--- src/hdl/tcw_pkg.sv ---
`timescale 1ns / 1ps
`default_nettype none

package tcw_pkg;

	// Screen geometry limits.
	localparam int DEF_MAX_COLS = 80;
	localparam int DEF_MAX_ROWS = 25;

	// Fixed field widths.
	localparam int IDX_W   = 11;
	localparam int COLOR_W = 4;
	localparam int COLS_W  = 7;
	localparam int ROWS_W  = 5;
	localparam int CFG_IDX_W  = 2;
	localparam int CFG_DATA_W = 7;

	// Command codes.
	localparam logic CMD_WRITE = 1'b0;
	localparam logic CMD_READ  = 1'b1;

	// Register indexes on the configuration port.
	localparam logic [CFG_IDX_W-1:0] REG_FG_COLOR    = 2'd0;
	localparam logic [CFG_IDX_W-1:0] REG_BG_COLOR    = 2'd1;
	localparam logic [CFG_IDX_W-1:0] REG_COLS_IN_USE = 2'd2;
	localparam logic [CFG_IDX_W-1:0] REG_ROWS_IN_USE = 2'd3;

	// Register reset values.
	localparam logic [COLOR_W-1:0] RST_FG_COLOR    = 4'd7;
	localparam logic [COLOR_W-1:0] RST_BG_COLOR    = 4'd0;
	localparam logic [COLS_W-1:0]  RST_COLS_IN_USE = 7'd80;
	localparam logic [ROWS_W-1:0]  RST_ROWS_IN_USE = 5'd25;

	// Byte codes that the console interprets.
	localparam logic [7:0] CH_BS    = 8'h08;
	localparam logic [7:0] CH_LF    = 8'h0A;
	localparam logic [7:0] CH_CR    = 8'h0D;
	localparam logic [7:0] CH_ESC   = 8'h1B;
	localparam logic [7:0] CH_SPACE = 8'h20;
	localparam logic [7:0] CH_SEVEN = 8'h37;
	localparam logic [7:0] CH_EIGHT = 8'h38;
	localparam logic [7:0] CH_TILDE = 8'h7E;
	localparam logic [7:0] CH_DEL   = 8'h7F;

	// One screen cell as stored.
	typedef struct packed {
		logic [7:0]         ch;
		logic [COLOR_W-1:0] fg;
		logic [COLOR_W-1:0] bg;
	} cell_t;

	localparam cell_t CELL_BLANK = '{ch: CH_SPACE, fg: '0, bg: '0};

	// Command beat.
	typedef struct packed {
		logic             command;
		logic [7:0]       char_byte;
		logic             end_of_write;
		logic [IDX_W-1:0] cell_index;
	} in_item_t;

	// Result beat.
	typedef struct packed {
		logic [IDX_W-1:0]   visible_pos;
		logic [7:0]         cell_char;
		logic [COLOR_W-1:0] cell_fg;
		logic [COLOR_W-1:0] cell_bg;
		logic               in_escape;
	} out_item_t;

	// Configuration registers as seen by the sequencer.
	typedef struct packed {
		logic [COLOR_W-1:0] fg_color;
		logic [COLOR_W-1:0] bg_color;
		logic [COLS_W-1:0]  cols_in_use;
		logic [ROWS_W-1:0]  rows_in_use;
	} cfg_regs_t;

	// Sequencer states.
	typedef enum logic [3:0] {
		ST_CLEAR,
		ST_IDLE,
		ST_RDATA,
		ST_EXEC,
		ST_PUT,
		ST_SCROLL_SETUP,
		ST_SCROLL,
		ST_FILL,
		ST_FINISH
	} state_t;

endpackage

`default_nettype wire

--- src/hdl/tcw_ctrl.sv ---
`timescale 1ns / 1ps
`default_nettype none

module tcw_ctrl
	import tcw_pkg::*;
#(
	parameter int MAX_COLS = DEF_MAX_COLS,
	parameter int MAX_ROWS = DEF_MAX_ROWS,
	parameter int CELLS    = MAX_COLS * MAX_ROWS,
	parameter int AW       = (CELLS > 1) ? $clog2(CELLS) : 1
) (
	input  wire logic          clk,
	input  wire logic          arst_n,
	input  wire logic          start,
	output logic               busy,
	input  wire in_item_t      req,
	output logic               done,
	output out_item_t          rsp,
	input  wire cfg_regs_t     cfg,
	output logic               mem_we,
	output logic [AW-1:0]      mem_waddr,
	output cell_t              mem_wdata,
	output logic               mem_re,
	output logic [AW-1:0]      mem_raddr,
	input  wire cell_t         mem_rdata
);

	localparam int CW  = (MAX_COLS > 1) ? $clog2(MAX_COLS) : 1;
	localparam int RW  = (MAX_ROWS > 1) ? $clog2(MAX_ROWS) : 1;
	localparam int ECW = $clog2(MAX_COLS + 1);
	localparam int ERW = $clog2(MAX_ROWS + 1);
	localparam int NW  = $clog2(CELLS + 1);

	// Control registers.
	state_t            state_q, state_d;
	logic [RW-1:0]     row_q, row_d;
	logic [CW-1:0]     col_q, col_d;
	logic [RW-1:0]     saved_row_q, saved_row_d;
	logic [CW-1:0]     saved_col_q, saved_col_d;
	logic              esc_q, esc_d;
	logic [IDX_W-1:0]  visible_q, visible_d;
	logic              done_q, done_d;
	logic [NW-1:0]     wr_q, wr_d;
	logic [NW-1:0]     rd_q, rd_d;
	logic [NW-1:0]     end_q, end_d;
	logic              rvalid_s1, rvalid_d;

	// Payload registers.
	logic [7:0]        byte_q, byte_d;
	logic              eow_q, eow_d;
	logic              in_range_q, in_range_d;
	logic [AW-1:0]     addr_q, addr_d;
	logic [7:0]        put_char_q, put_char_d;
	logic              advance_q, advance_d;
	out_item_t         rsp_q, rsp_d;

	// Geometry and position arithmetic.
	logic [ECW-1:0]    eff_cols;
	logic [ERW-1:0]    eff_rows;
	logic [NW-1:0]     mul_a;
	logic [NW-1:0]     prod;
	logic [NW-1:0]     pos_sum;
	logic              col_last;
	logic              row_last;
	logic              can_back;
	logic [RW-1:0]     back_row;
	logic [CW-1:0]     back_col;
	logic              accept;

	function automatic logic [CW-1:0] clamp_col(input logic [CW-1:0] c,
			input logic [ECW-1:0] ec);
		logic [CW-1:0] r;
		r = c;
		if (32'(c) >= 32'(ec)) begin
			r = CW'(ec - 1'b1);
		end
		return r;
	endfunction

	function automatic logic [RW-1:0] clamp_row(input logic [RW-1:0] rr,
			input logic [ERW-1:0] er);
		logic [RW-1:0] r;
		r = rr;
		if (32'(rr) >= 32'(er)) begin
			r = RW'(er - 1'b1);
		end
		return r;
	endfunction

	// Effective geometry, limited to the store's shape.
	always_comb begin
		if (cfg.cols_in_use == '0) begin
			eff_cols = ECW'(1);
		end else if (32'(cfg.cols_in_use) > MAX_COLS) begin
			eff_cols = ECW'(MAX_COLS);
		end else begin
			eff_cols = ECW'(cfg.cols_in_use);
		end
		if (cfg.rows_in_use == '0) begin
			eff_rows = ERW'(1);
		end else if (32'(cfg.rows_in_use) > MAX_ROWS) begin
			eff_rows = ERW'(MAX_ROWS);
		end else begin
			eff_rows = ERW'(cfg.rows_in_use);
		end
	end

	// The one multiplier: cursor row times columns, or rows times columns for a scroll.
	assign mul_a   = (state_q == ST_SCROLL_SETUP) ? NW'(eff_rows) : NW'(row_q);
	assign prod    = mul_a * NW'(eff_cols);
	assign pos_sum = prod + NW'(col_q);

	assign col_last = (32'(col_q) + 1) >= 32'(eff_cols);
	assign row_last = (32'(row_q) + 1) >= 32'(eff_rows);

	// One step back, wrapping to the end of the previous row.
	always_comb begin
		can_back = 1'b1;
		back_row = row_q;
		back_col = col_q;
		if (col_q != '0) begin
			back_col = col_q - 1'b1;
		end else if (row_q != '0) begin
			back_row = row_q - 1'b1;
			back_col = CW'(eff_cols - 1'b1);
		end else begin
			can_back = 1'b0;
		end
	end

	assign accept = start && (state_q == ST_IDLE);

	// Next state, datapath updates and memory port control.
	always_comb begin
		state_d     = state_q;
		row_d       = row_q;
		col_d       = col_q;
		saved_row_d = saved_row_q;
		saved_col_d = saved_col_q;
		esc_d       = esc_q;
		visible_d   = visible_q;
		done_d      = 1'b0;
		wr_d        = wr_q;
		rd_d        = rd_q;
		end_d       = end_q;
		rvalid_d    = 1'b0;
		byte_d      = byte_q;
		eow_d       = eow_q;
		in_range_d  = in_range_q;
		addr_d      = addr_q;
		put_char_d  = put_char_q;
		advance_d   = advance_q;
		rsp_d       = rsp_q;
		mem_we      = 1'b0;
		mem_waddr   = wr_q[AW-1:0];
		mem_wdata   = CELL_BLANK;
		mem_re      = 1'b0;
		mem_raddr   = rd_q[AW-1:0];

		case (state_q)
			// Clearing pass over the whole store after reset.
			ST_CLEAR: begin
				mem_we = 1'b1;
				wr_d   = wr_q + 1'b1;
				if (32'(wr_q) == CELLS - 1) begin
					state_d = ST_IDLE;
				end
			end

			ST_IDLE: begin
				if (accept) begin
					byte_d     = req.char_byte;
					eow_d      = req.end_of_write;
					in_range_d = 32'(req.cell_index) < CELLS;
					if (req.command == CMD_READ) begin
						mem_re    = 1'b1;
						mem_raddr = AW'(req.cell_index);
						state_d   = ST_RDATA;
					end else begin
						row_d   = clamp_row(row_q, eff_rows);
						col_d   = clamp_col(col_q, eff_cols);
						state_d = ST_EXEC;
					end
				end
			end

			// Cell data has arrived from the store.
			ST_RDATA: begin
				rsp_d.visible_pos = visible_q;
				rsp_d.in_escape   = esc_q;
				if (in_range_q) begin
					rsp_d.cell_char = mem_rdata.ch;
					rsp_d.cell_fg   = mem_rdata.fg;
					rsp_d.cell_bg   = mem_rdata.bg;
				end else begin
					rsp_d.cell_char = '0;
					rsp_d.cell_fg   = '0;
					rsp_d.cell_bg   = '0;
				end
				done_d  = 1'b1;
				state_d = ST_IDLE;
			end

			// Interpret the byte with the cursor already clamped.
			ST_EXEC: begin
				state_d = ST_FINISH;
				if (esc_q) begin
					esc_d = 1'b0;
					if (byte_q == CH_SEVEN) begin
						saved_row_d = row_q;
						saved_col_d = col_q;
					end else if (byte_q == CH_EIGHT) begin
						row_d = clamp_row(saved_row_q, eff_rows);
						col_d = clamp_col(saved_col_q, eff_cols);
					end
				end else if (byte_q == CH_ESC) begin
					esc_d = 1'b1;
				end else if (byte_q == CH_DEL) begin
					// Erase backward: the erased cell sits one position before the cursor.
					if (can_back) begin
						row_d      = back_row;
						col_d      = back_col;
						addr_d     = AW'(pos_sum - 1'b1);
						put_char_d = CH_SPACE;
						advance_d  = 1'b0;
						state_d    = ST_PUT;
					end
				end else if (byte_q == CH_BS) begin
					row_d = back_row;
					col_d = back_col;
				end else if (byte_q == CH_CR) begin
					col_d = '0;
				end else if (byte_q == CH_LF) begin
					col_d = '0;
					if (row_last) begin
						state_d = ST_SCROLL_SETUP;
					end else begin
						row_d = row_q + 1'b1;
					end
				end else if (byte_q >= CH_SPACE && byte_q <= CH_TILDE) begin
					addr_d     = AW'(pos_sum);
					put_char_d = byte_q;
					advance_d  = 1'b1;
					state_d    = ST_PUT;
				end
			end

			// Write one cell, then advance the cursor for a printable byte.
			ST_PUT: begin
				mem_we    = 1'b1;
				mem_waddr = addr_q;
				mem_wdata = '{ch: put_char_q, fg: cfg.fg_color, bg: cfg.bg_color};
				state_d   = ST_FINISH;
				if (advance_q) begin
					if (col_last) begin
						col_d = '0;
						if (row_last) begin
							state_d = ST_SCROLL_SETUP;
						end else begin
							row_d = row_q + 1'b1;
						end
					end else begin
						col_d = col_q + 1'b1;
					end
				end
			end

			ST_SCROLL_SETUP: begin
				end_d   = prod;
				rd_d    = NW'(eff_cols);
				wr_d    = '0;
				state_d = ST_SCROLL;
			end

			// Move each cell up one row; each cell is written in the cycle after it is read.
			ST_SCROLL: begin
				if (rd_q < end_q) begin
					mem_re   = 1'b1;
					rd_d     = rd_q + 1'b1;
					rvalid_d = 1'b1;
				end
				if (rvalid_s1) begin
					mem_we    = 1'b1;
					mem_wdata = mem_rdata;
					wr_d      = wr_q + 1'b1;
				end
				if (!(rd_q < end_q) && !rvalid_s1) begin
					state_d = ST_FILL;
				end
			end

			// Blank the bottom row with the current colors.
			ST_FILL: begin
				mem_we    = 1'b1;
				mem_wdata = '{ch: CH_SPACE, fg: cfg.fg_color, bg: cfg.bg_color};
				wr_d      = wr_q + 1'b1;
				if ((wr_q + 1'b1) >= end_q) begin
					state_d = ST_FINISH;
				end
			end

			ST_FINISH: begin
				if (eow_q) begin
					visible_d = IDX_W'(pos_sum);
				end
				rsp_d.visible_pos = eow_q ? IDX_W'(pos_sum) : visible_q;
				rsp_d.cell_char   = '0;
				rsp_d.cell_fg     = '0;
				rsp_d.cell_bg     = '0;
				rsp_d.in_escape   = esc_q;
				done_d            = 1'b1;
				state_d           = ST_IDLE;
			end

			default: begin
				state_d = ST_IDLE;
			end
		endcase
	end

	// State register and cursor state.
	always_ff @(posedge clk or negedge arst_n) begin
		if (!arst_n) begin
			state_q     <= ST_CLEAR;
			row_q       <= '0;
			col_q       <= '0;
			saved_row_q <= '0;
			saved_col_q <= '0;
			esc_q       <= 1'b0;
			visible_q   <= '0;
			done_q      <= 1'b0;
			wr_q        <= '0;
			rd_q        <= '0;
			end_q       <= '0;
			rvalid_s1   <= 1'b0;
		end else begin
			state_q     <= state_d;
			row_q       <= row_d;
			col_q       <= col_d;
			saved_row_q <= saved_row_d;
			saved_col_q <= saved_col_d;
			esc_q       <= esc_d;
			visible_q   <= visible_d;
			done_q      <= done_d;
			wr_q        <= wr_d;
			rd_q        <= rd_d;
			end_q       <= end_d;
			rvalid_s1   <= rvalid_d;
		end
	end

	// Payload registers.
	always_ff @(posedge clk) begin
		byte_q     <= byte_d;
		eow_q      <= eow_d;
		in_range_q <= in_range_d;
		addr_q     <= addr_d;
		put_char_q <= put_char_d;
		advance_q  <= advance_d;
		rsp_q      <= rsp_d;
	end

	assign busy = (state_q != ST_IDLE);
	assign done = done_q;
	assign rsp  = rsp_q;

	// A result strobe follows only the cycle that finishes an item.
	a_done_source: assert property (@(posedge clk) disable iff (!arst_n)
		done_q |-> ($past(state_q) == ST_RDATA || $past(state_q) == ST_FINISH))
		else $error("result strobe without a finished item");

	// A result strobe is never held high; it drops again straight away.
	a_done_pulse: assert property (@(posedge clk) disable iff (!arst_n)
		done_q |=> !done_q)
		else $error("result strobe held for two cycles");

	// The store is never written while waiting for a command.
	a_idle_no_write: assert property (@(posedge clk) disable iff (!arst_n)
		(state_q == ST_IDLE) |-> !mem_we)
		else $error("screen store written while idle");

	// During a scroll the read pointer stays ahead of the write pointer.
	a_scroll_order: assert property (@(posedge clk) disable iff (!arst_n)
		(state_q == ST_SCROLL && mem_we) |-> (wr_q < rd_q))
		else $error("scroll write overtook its read");

endmodule

`default_nettype wire

--- config.mk ---
export PLATFORM = sky130hd
export DESIGN_NAME = tcw_ctrl
export DESIGN_NICKNAME = d
export VERILOG_FILES = /design/src/hdl/tcw_pkg.sv /design/src/hdl/tcw_ctrl.sv
export SDC_FILE = /design/constraint.sdc
export NUM_CORES = 1
export LEC_CHECK = 0
export BUFFER_PORTS_ARGS = -buffer_cell sky130_fd_sc_hd__buf_4
export CELL_PAD_IN_SITES_DETAIL_PLACEMENT = 2
export CELL_PAD_IN_SITES_GLOBAL_PLACEMENT = 2
export CORE_AREA = 2 2 162 203
export DETAILED_ROUTE_END_ITERATION = 10
export DIE_AREA = 0 0 164 205
export PLACE_DENSITY_LB_ADDON = 0.12
export SLEW_MARGIN = 20
export SYNTH_ARGS = -nofsm -noshare
export SYNTH_HDL_FRONTEND = slang
export SYNTH_SLANG_ARGS = --single-unit
--- constraint.sdc ---
create_clock -name clk -period 5.9 [get_ports clk]
set_clock_uncertainty 0.15 [all_clocks]
set_input_delay 0.295 -clock clk [delete_from_list [all_inputs] [get_ports clk]]
set_output_delay 0.295 -clock clk [all_outputs]
set_load 0.02 [all_outputs]
==> flow_metrics.py <==
metrics = {
    "synth": {
        "yosysTopAreaCellShare": 0.1820,
        "synth.most_common_cell": "nand2_1",
        "synthesis.nets": 1324,
        "yosys-top-cells-area": "dfrtp_1 (18%), edfxtp_1 (17%), ha_1 (11%)",
        "ys.warnings.count": 0,
        "yosys-top-cells-count": "nand2_1 (145), nor2_1 (97), ha_1 (92)",
        "syn_avg_cell_area_um2": 8.911,
        "ys_types": 84,
        "synth_area_um2": 10310,
        "synth-edff-count": 58,
        "yosys_most_used_dff": "dfrtp_1",
        "synth.yosys.seq_area_share": 0.3510,
        "syn_inst": 1157,
        "synthArstFlopShare": 0.5639,
        "synth_top_cell_by_area": "dfrtp_1",
        "synth-seq-cells": 133,
    },
    "drt": {
        "drc": 0,
        "ant_nets": 0,
        "dr.pass1.iters": 4,
        "viasPerCell": 5.385,
        "vias": 9445,
        "drt_iter0_drc": 443,
        "finalWirelength_um": 38360,
        "wl_per_cell_um": 21.87,
    },
    "cts": {
        "cts_sinks": 133,
        "cts_max_path_buffers": 2,
        "clk_pin_slew_ns": 0.06,
        "cts_tree": "built",
        "root_buffer": "clkbuf_16",
        "htreeDepth": 4,
        "cts_buffers": 17,
        "clkLatencyLatePin_ns": 0.43,
    },
    "floorplanning": {
        "rows": 73,
        "coreArea_um2": 31690,
        "die_w_um": 164,
        "die_y_um": 205,
        "initial_core_util": 0.3253,
        "num_io_pins": 130,
        "die_area_um2": 33620,
    },
    "place": {
        "gp_congestion": 0.8178,
        "placed_cell_area_um2": 11920,
        "placedCellCount": 1692,
        "dp_slack_ns": 0.05270,
        "port_buffers": 129,
        "place_hpwl_um": 29510,
    },
    "flow_run": {
        "maxCapViolCount": 0,
    },
    "finish": {
        "seq_area_um2": 3618,
        "area_growth_syn_to_layout_pct": 24.95,
        "fin_util": 0.4065,
        "nets": 1495,
        "multi_input_area_um2": 6326,
        "fin_area_um2": 12880,
        "fill_cells": 3559,
        "final_cells": 1754,
        "layout-drive-gt1-share": 0.1991,
    },
    "global_routing": {
        "grt_pass1_vias": 10467,
        "grt_overflow": 0,
        "antenna_found_initial": 1,
        "grt_pass1_wl_um": 60140,
        "grt_usage": 0.2350,
        "grt_max_degree": 48,
    },
    "sta": {
        "final-setup-viol-count": 0,
        "fin_crit_sh": 0.9477,
        "min_period_ns": 5.591,
        "tightest_slew_ns": 0.9856,
        "setup_ws_ns": 0.3086,
        "report.final.slew_viol_count": 0,
        "max_freq_ghz": 0.1788,
        "relSlewSlack": 0.3418,
        "hold_viol": 0,
    },
    "worst_setup_path": {
        "crit_fanout": 13,
        "path_class": "register to register",
        "startpoint_type": "register",
        "end_kind": "register",
        "critPathRequiredTime_ns": 5.92,
        "arrival_ns": 5.62,
    },
    "pwr": {
        "power_density_nw_per_um2": 189.7,
        "ir_worst_vdd_uv": 145.2,
        "leakage_nw": 5.753,
    },
    "outcome": {
        "status": "finished, final reports clean",
    },
    "min_path": {
        "hold_path_class": "primary input to register",
    },
}
## final timing paths
path	startpoint	end	slack, ns	cells past startpoint
min reg2reg	end_q[9]	end_q[9]	0.34	2
max reg2reg	state_q[3]	addr_q[10]	0.31	19
max in group asynchronous	arst_n	col_q[2]	4.33	3
min	mem_rdata[1]	rsp[2]	0.02	2
max	state_q[3]	addr_q[10]	0.31	19
min in group asynchronous	arst_n	done	0.20	2
## critical path, cell delays in order (launching register included)
cell,delay [ns]
dfrtp_1,0.38
nand4bb_1,0.23
buf_6,0.19
nor2_2,0.10
a21o_1,0.13
nand3_1,0.12
fa_1,0.62
fa_1,0.45
fa_1,0.55
inv_1,0.05
ha_2,0.31
a21o_1,0.19
a21oi_1,0.18
xnor2_1,0.17
ha_2,0.34
or3_1,0.37
o311ai_1,0.14
o2111ai_2,0.23
nor4_2,0.33
xnor2_1,0.10
## per-layer routing
layer | global-route usage | up-vias | routed length, um
li1 | - | 4509 | -
met1 | 0.2831 | 4788 | 16500
met2 | 0.4358 | 117 | 20220
met3 | 0.02673 | 31 | 801
met4 | 0.06767 | 0 | 839
met5 | 0 | - | 0
## where the power goes
group	total [mW]	internal [mW]	switching (mW)
logic	0.277	0.122	0.155
clock network	1.18	0.713	0.463
registers	0.990	0.985	0.00476
## logic make-up after synthesis
| logic type | Yosys count | share of synthesized area |
|---|---|---|
| and+or+nand+nor | 434 | 0.2101 |
| AOI/OAI and AO/OA | 291 | 0.1792 |
| DFF | 133 | 0.3510 |
| buffers and inverters | 109 | 0.04150 |
| adders and majority gates | 107 | 0.1408 |
| xor gates and xnor gates | 52 | 0.04418 |
| muxes | 31 | 0.03325 |
## metrics by stage
step,setup TNS (ns),power [mW],hold WS (ns)
finish,0,2.443,0.01834
floorplan,0,1.142,-0.1506
CTS,0,2.465,0.0008710
global placement,0,1.256,0.1209
global route,-0.02084,2.530,0.01023
detailed placement,0,1.267,0.1274
## registers in the layout, summed over array words and instances (netlist names), 4 cells and up
name and cells:
row_q 5, addr_q 11, saved_row_q 5, visible_q 11
rsp 28, col_q 7, put_char_q 8, wr_q 11
saved_col_q 7, rd_q 11, state_q 4, byte_q 8
end_q 11
## cells in the final DEF, fill, tap and decap left out, drive strengths merged, types with 15 or more instances in the layout
| master | count |
|---|---|
| a21oi | 69 |
| and2 | 21 |
| buf | 173 |
| clkbuf | 18 |
| dfrtp | 75 |
| dlygate4sd3 | 25 |
| edfxtp | 58 |
| fa | 15 |
| ha | 92 |
| inv | 66 |
| mux2 | 23 |
| nand2 | 145 |
| nand2b | 22 |
| nand3 | 37 |
| nor2 | 98 |
| nor2b | 22 |
| nor3 | 21 |
| o21ai | 96 |
| xnor2 | 33 |
| xor2 | 19 |
## timing repair
| action | in CTS | in global routing |
|---|---|---|
| gates resized for setup | 0 | 15 |
| hold buffers | 25 | 0 |
| hold endpoints to repair | 52 | 0 |
| setup endpoints to repair | 0 | 4 |
| setup buffers | 0 | 4 |
## layout make-up
cell class,count,share of cell area
Tap cell,412,0.04002
Clock buffer,18,0.03331
Inverter,63,0.01836
Sequential cell,133,0.2809
Timing Repair Buffer,198,0.1205
Multi-Input combinational cell,915,0.4911
Clock inverter,14,0.01564
Antenna cell,1,0.0001942
(Power assumes the default switching activity.)
